**src/rtl/tspbm_ram.sv**
```systemverilog
// Generic single-write, single-read synchronous RAM with registered read data.
// No dependencies.
module tspbm_ram #(
    parameter int unsigned WIDTH = 8,
    parameter int unsigned DEPTH = 16
) (
    input  logic                     i_clk,
    input  logic                     i_we,
    input  logic [$clog2(DEPTH)-1:0] i_waddr,
    input  logic [WIDTH-1:0]         i_wdata,
    input  logic [$clog2(DEPTH)-1:0] i_raddr,
    output logic [WIDTH-1:0]         o_rdata
);

    logic [WIDTH-1:0] r_mem [DEPTH];
    logic [WIDTH-1:0] r_rdata;

    // Write port and registered read port.
    always_ff @(posedge i_clk) begin
        if (i_we) begin
            r_mem[i_waddr] <= i_wdata;
        end
        r_rdata <= r_mem[i_raddr];
    end

    assign o_rdata = r_rdata;

endmodule

```
**config.mk**
```make
export PLATFORM = sky130hd
export DESIGN_NAME = tspbm_ram
export DESIGN_NICKNAME = d
export VERILOG_FILES = /design/src/rtl/tspbm_ram.sv
export SDC_FILE = /design/constraint.sdc
export NUM_CORES = 1
export LEC_CHECK = 0
export BUFFER_PORTS_ARGS = -buffer_cell sky130_fd_sc_hd__buf_2
export CAP_MARGIN = 20
export CORE_ASPECT_RATIO = 0.75
export CORE_MARGIN = 8
export CORE_UTILIZATION = 30
export CTS_CLUSTER_SIZE = 16
export DETAILED_ROUTE_END_ITERATION = 7
export GPL_TIMING_DRIVEN = 1
export SKIP_CTS_REPAIR_TIMING = 1
export SLEW_MARGIN = 30
export SYNTH_ARGS = -nofsm -noshare
export SYNTH_HDL_FRONTEND = slang
export SYNTH_SLANG_ARGS = --single-unit
```
**constraint.sdc**
```tcl
create_clock -name i_clk -period 2.3 [get_ports i_clk]
set_clock_uncertainty 0.1 [all_clocks]
set_input_delay 0.575 -clock i_clk [delete_from_list [all_inputs] [get_ports i_clk]]
set_output_delay 0.575 -clock i_clk [all_outputs]
set_load 0.01 [all_outputs]
```
# Word-level counts from Yosys, hierarchy flattened
# Memories as Yosys holds them, arrays and structs flattened. A register that Yosys moved wholly into a read port is not among the register bits.
# Cells that the tools add are included.
[totals] ff_bits=0 latch_bits=0 ramBits=128 romBits=0 in_bits=18 output_inout_bits=8 word_cells=3 n_memories=1
[mem_list] name="r_mem" words=16 word_bits=8 read_ports=1 rd_ports_with_merged_regs=1 wr=1 line="15" rtl="logic [WIDTH-1:0] r_mem [DEPTH];"
[op_classes] addsub=0 n_mul=0 div_mod_pow=0 magnitude_cmp=0 n_eq_ne=0 n_shift=0 muxes=2 n_bitwise=0 reduce_logical=0
[ops] operator="2-to-1 mux 1 bit" count=2

# Logic depth before layout (Yosys ltp)
[logic_depth] depth_word=2 mapped_depth=5 mapped_depth_nobuf=3

# Worst setup path after synthesis
# OpenSTA, ideal clock, no wires.
[synth_path] kind="in2reg" startpoint="input port i_waddr[2]" endpoint="memory r_mem[0][0] (enable)" setup_time_ns=0.383 arrival_ns=1.685 t_required_ns=1.817 setup_slack_ns=0.132 cell_stages=2 n_path_buf=0 path_cell_list="or3b_2 -> nor3_1"
[synth_rtl] item="start, declared" line="9" rtl="input logic [$clog2(DEPTH)-1:0] i_waddr,"
[synth_rtl] item="end, declared" line="15"
# No word-level cell before the write port.

==> results.sh <==
export IMPL_status="complete, no violations"
export IMPL_design_core_area_um2=16800
export IMPL_yosysWarnings=0
export IMPL_grt_usage_pct=10.4
export IMPL_fmax_mhz=543
export IMPL_hold_class="input port to flip-flop"
export IMPL_drv_slew=0
export IMPL_fin_crit_sh_pct=80.1
export IMPL_synthXorXnorAreaFrac_pct=0
export IMPL_die_w_um=167
export IMPL_min_path_cells=1
export IMPL_placement_io_buffers=25
export IMPL_dr_total_vias=2481
export IMPL_path_cells="buf_2 > buf_4 > mux4_1 > a22oi_1 > nand2_1"
export IMPL_die_y_um=129
export IMPL_grt_pass1_wl_um=16300
export IMPL_numCtsBuffers=17
export IMPL_grt_overflow=0
export IMPL_endpoint_kind="flip-flop"
export IMPL_cts_buffer_depth=2
export IMPL_power_density_nw_per_um2=941
export IMPL_grt_pass1_vias=2535
export IMPL_synthFlopType="edfxtp_1"
export IMPL_drc=0
export IMPL_start_kind="input port"
export IMPL_multiInputGateArea_um2=1060
export IMPL_worstHoldStart="i_wdata[7]"
export IMPL_synth_edf_count=128
export IMPL_ioPinCount=26
export IMPL_cp_depth=5
export IMPL_slew_headroom_pct=74.8
export IMPL_regArea_um2=4000
export IMPL_min_period_ns=1.84
export IMPL_crit_type="input port to flip-flop"
export IMPL_n_antenna_cell=0
export IMPL_tightestPinTransition_ns=0.379
export IMPL_via_per_inst=4.84
export IMPL_power_ir_vdd_worst_v=0.000562
export IMPL_synth_nets=247
export IMPL_grt_max_degree=33
export IMPL_place_congestion=0.709
export IMPL_power_uw=5910
export IMPL_root_buffer="clkbuf_16"
export IMPL_synth_area_leaders="edfxtp_1 75%, mux4_2 7.9%, mux4_1 7.1%"
export IMPL_cts_clk_slew_worst_paths_ns=0.06
export IMPL_yosysTopAreaCell="edfxtp_1"
export IMPL_nFillCells=1533
export IMPL_synthTopCellsByCount="128 x edfxtp_1, 18 x mux4_2, 16 x a22oi_1"
export IMPL_cp_top_family="multiplexers"
export IMPL_cts_tree="built"
export IMPL_synth_seq_cells=136
export IMPL_synthAdderAreaFrac_pct=0
export IMPL_yosysSeqAreaShare_pct=77.8
export IMPL_cp_slowest_cell="mux4_1"
export IMPL_synthSimpleGateAreaFrac_pct=3.18
export IMPL_rows=41
export IMPL_hpwl_um=6890
export IMPL_critical_path_required_ns=2.49
export IMPL_drtIter0Drc=213
export IMPL_synth_distinct_cells=19
export IMPL_drv_cap=0
export IMPL_fin_nets=303
export IMPL_rsz0062_at_grt="no"
export IMPL_critPathBufInv=2
export IMPL_fp_dieArea_um2=21600
export IMPL_synth_top_area_share_pct=74.7
export IMPL_final_area_um2=6270
export IMPL_drt_total_wl_um=10700
export IMPL_startpoint="i_raddr[0]"
export IMPL_crit_fanout=8
export IMPL_p_leak_uw=0.00213
export IMPL_htreeDepth=4
export IMPL_synth_async_reset_ratio_pct=0
export IMPL_cp_arrival_ns=2.04
export IMPL_r2r_start="r_mem[1][2]"
export IMPL_synthMuxAreaShare_pct=15.0
export IMPL_antenna_left=0
export IMPL_synth_top_family_by_area="multiplexers"
export IMPL_synth_compound_area_share_pct=2.33
export IMPL_drive_above_1_share_pct=30.5
export IMPL_final_util_pct=37.3
export IMPL_syn2layout_area_growth_pct=21.9
export IMPL_finalSetupViolCount=0
export IMPL_yosysMostFrequentCell="edfxtp_1"
export IMPL_synth_avg_cell_area_um2=22.5
export IMPL_r2r_cells=3
export IMPL_setup_tns_ns=0
export IMPL_placed_cell_area_um2=5660
export IMPL_hold_viol=0
export IMPL_antenna_found_initial=0
export IMPL_worstSkewPairLatency_ns=0.41
export IMPL_dr_pass1_iters=4
export IMPL_netlist_instances=229
export IMPL_slowest_delay_ns=0.59
export IMPL_wl_per_cell_um=20.9
export IMPL_syn_area_um2=5150
export IMPL_clock_sinks=136
export IMPL_start_util_pct=30.6
==> power breakdown <==
group          switching, uW  leakage (uW)  total, uW  internal [uW]
combinational            159      0.000600        276            117
sequential              17.2       0.00122       2790           2770
clock                    940      0.000302       2840           1900
==> cells by family (layout without fill, tap and decap cells) <==
logic type	after synthesis	in the layout
buf+inv	10	79
mux	32	32
simple gates	35	35
flops	136	136
compound gates	16	16
==> worst reg2reg max path, stage by stage (launching register included) <==
cell      delay (ns)
edfxtp_1        0.36
mux4_1          0.52
a22oi_1         0.37
nand2_1         0.09
==> worst paths after layout <==
kind                       end  slack, ns
setup / recovery    o_rdata[2]       0.46
hold / removal    r_mem[14][7]       0.46
setup reg to reg    o_rdata[2]       0.74
hold reg to reg     o_rdata[2]       0.58
==> final cells by class <==
type,count,area share [%]
clock buffers,20,6.96
well taps,215,4.29
flip-flops and latches,136,63.8
repair buffers,47,5.22
clock inverters,12,2.87
multi-input cells,83,16.8
==> layout by cell type (no fill, tap or decap), types with 3 or more instances in the layout <==
cell type and n:
nand2_1 9, buf_2 25, nor3_1 4, mux4_1 14
a22oi_1 16, buf_12 3, clkbuf_16 17, bufinv_16 5
clkinv_2 3, edfxtp_1 128, clkbuf_1 3, mux4_2 18
clkinv_1 4, nor2_1 13, dfxtp_1 8, buf_4 19
==> sequential cells by signal, indices dropped and copies added (netlist names) <==
register and count:
o_rdata 8, r_mem 128
==> metrics by stage <==
step,cells,setup WS [ns],hold slack (ns)
2_1_floorplan,229,0.132,0.529
3_3_place_gp,481,0.0733,0.555
3_5_place_dp,481,0.0508,0.572
4_1_cts,513,0.474,0.450
5_1_grt,513,0.429,0.466
6_report,513,0.457,0.458
==> routing by layer <==
metal | GRT usage (%) | up-vias | routed length, um
met1 | 14.9 | 1326 | 5430
met2 | 15.0 | 58 | 4680
li1 | - | 1084 | -
met5 | 0 | - | 0
met3 | 2.73 | 13 | 516
met4 | 3.93 | 0 | 116
Note: power is estimated with default switching activity, not from simulation.
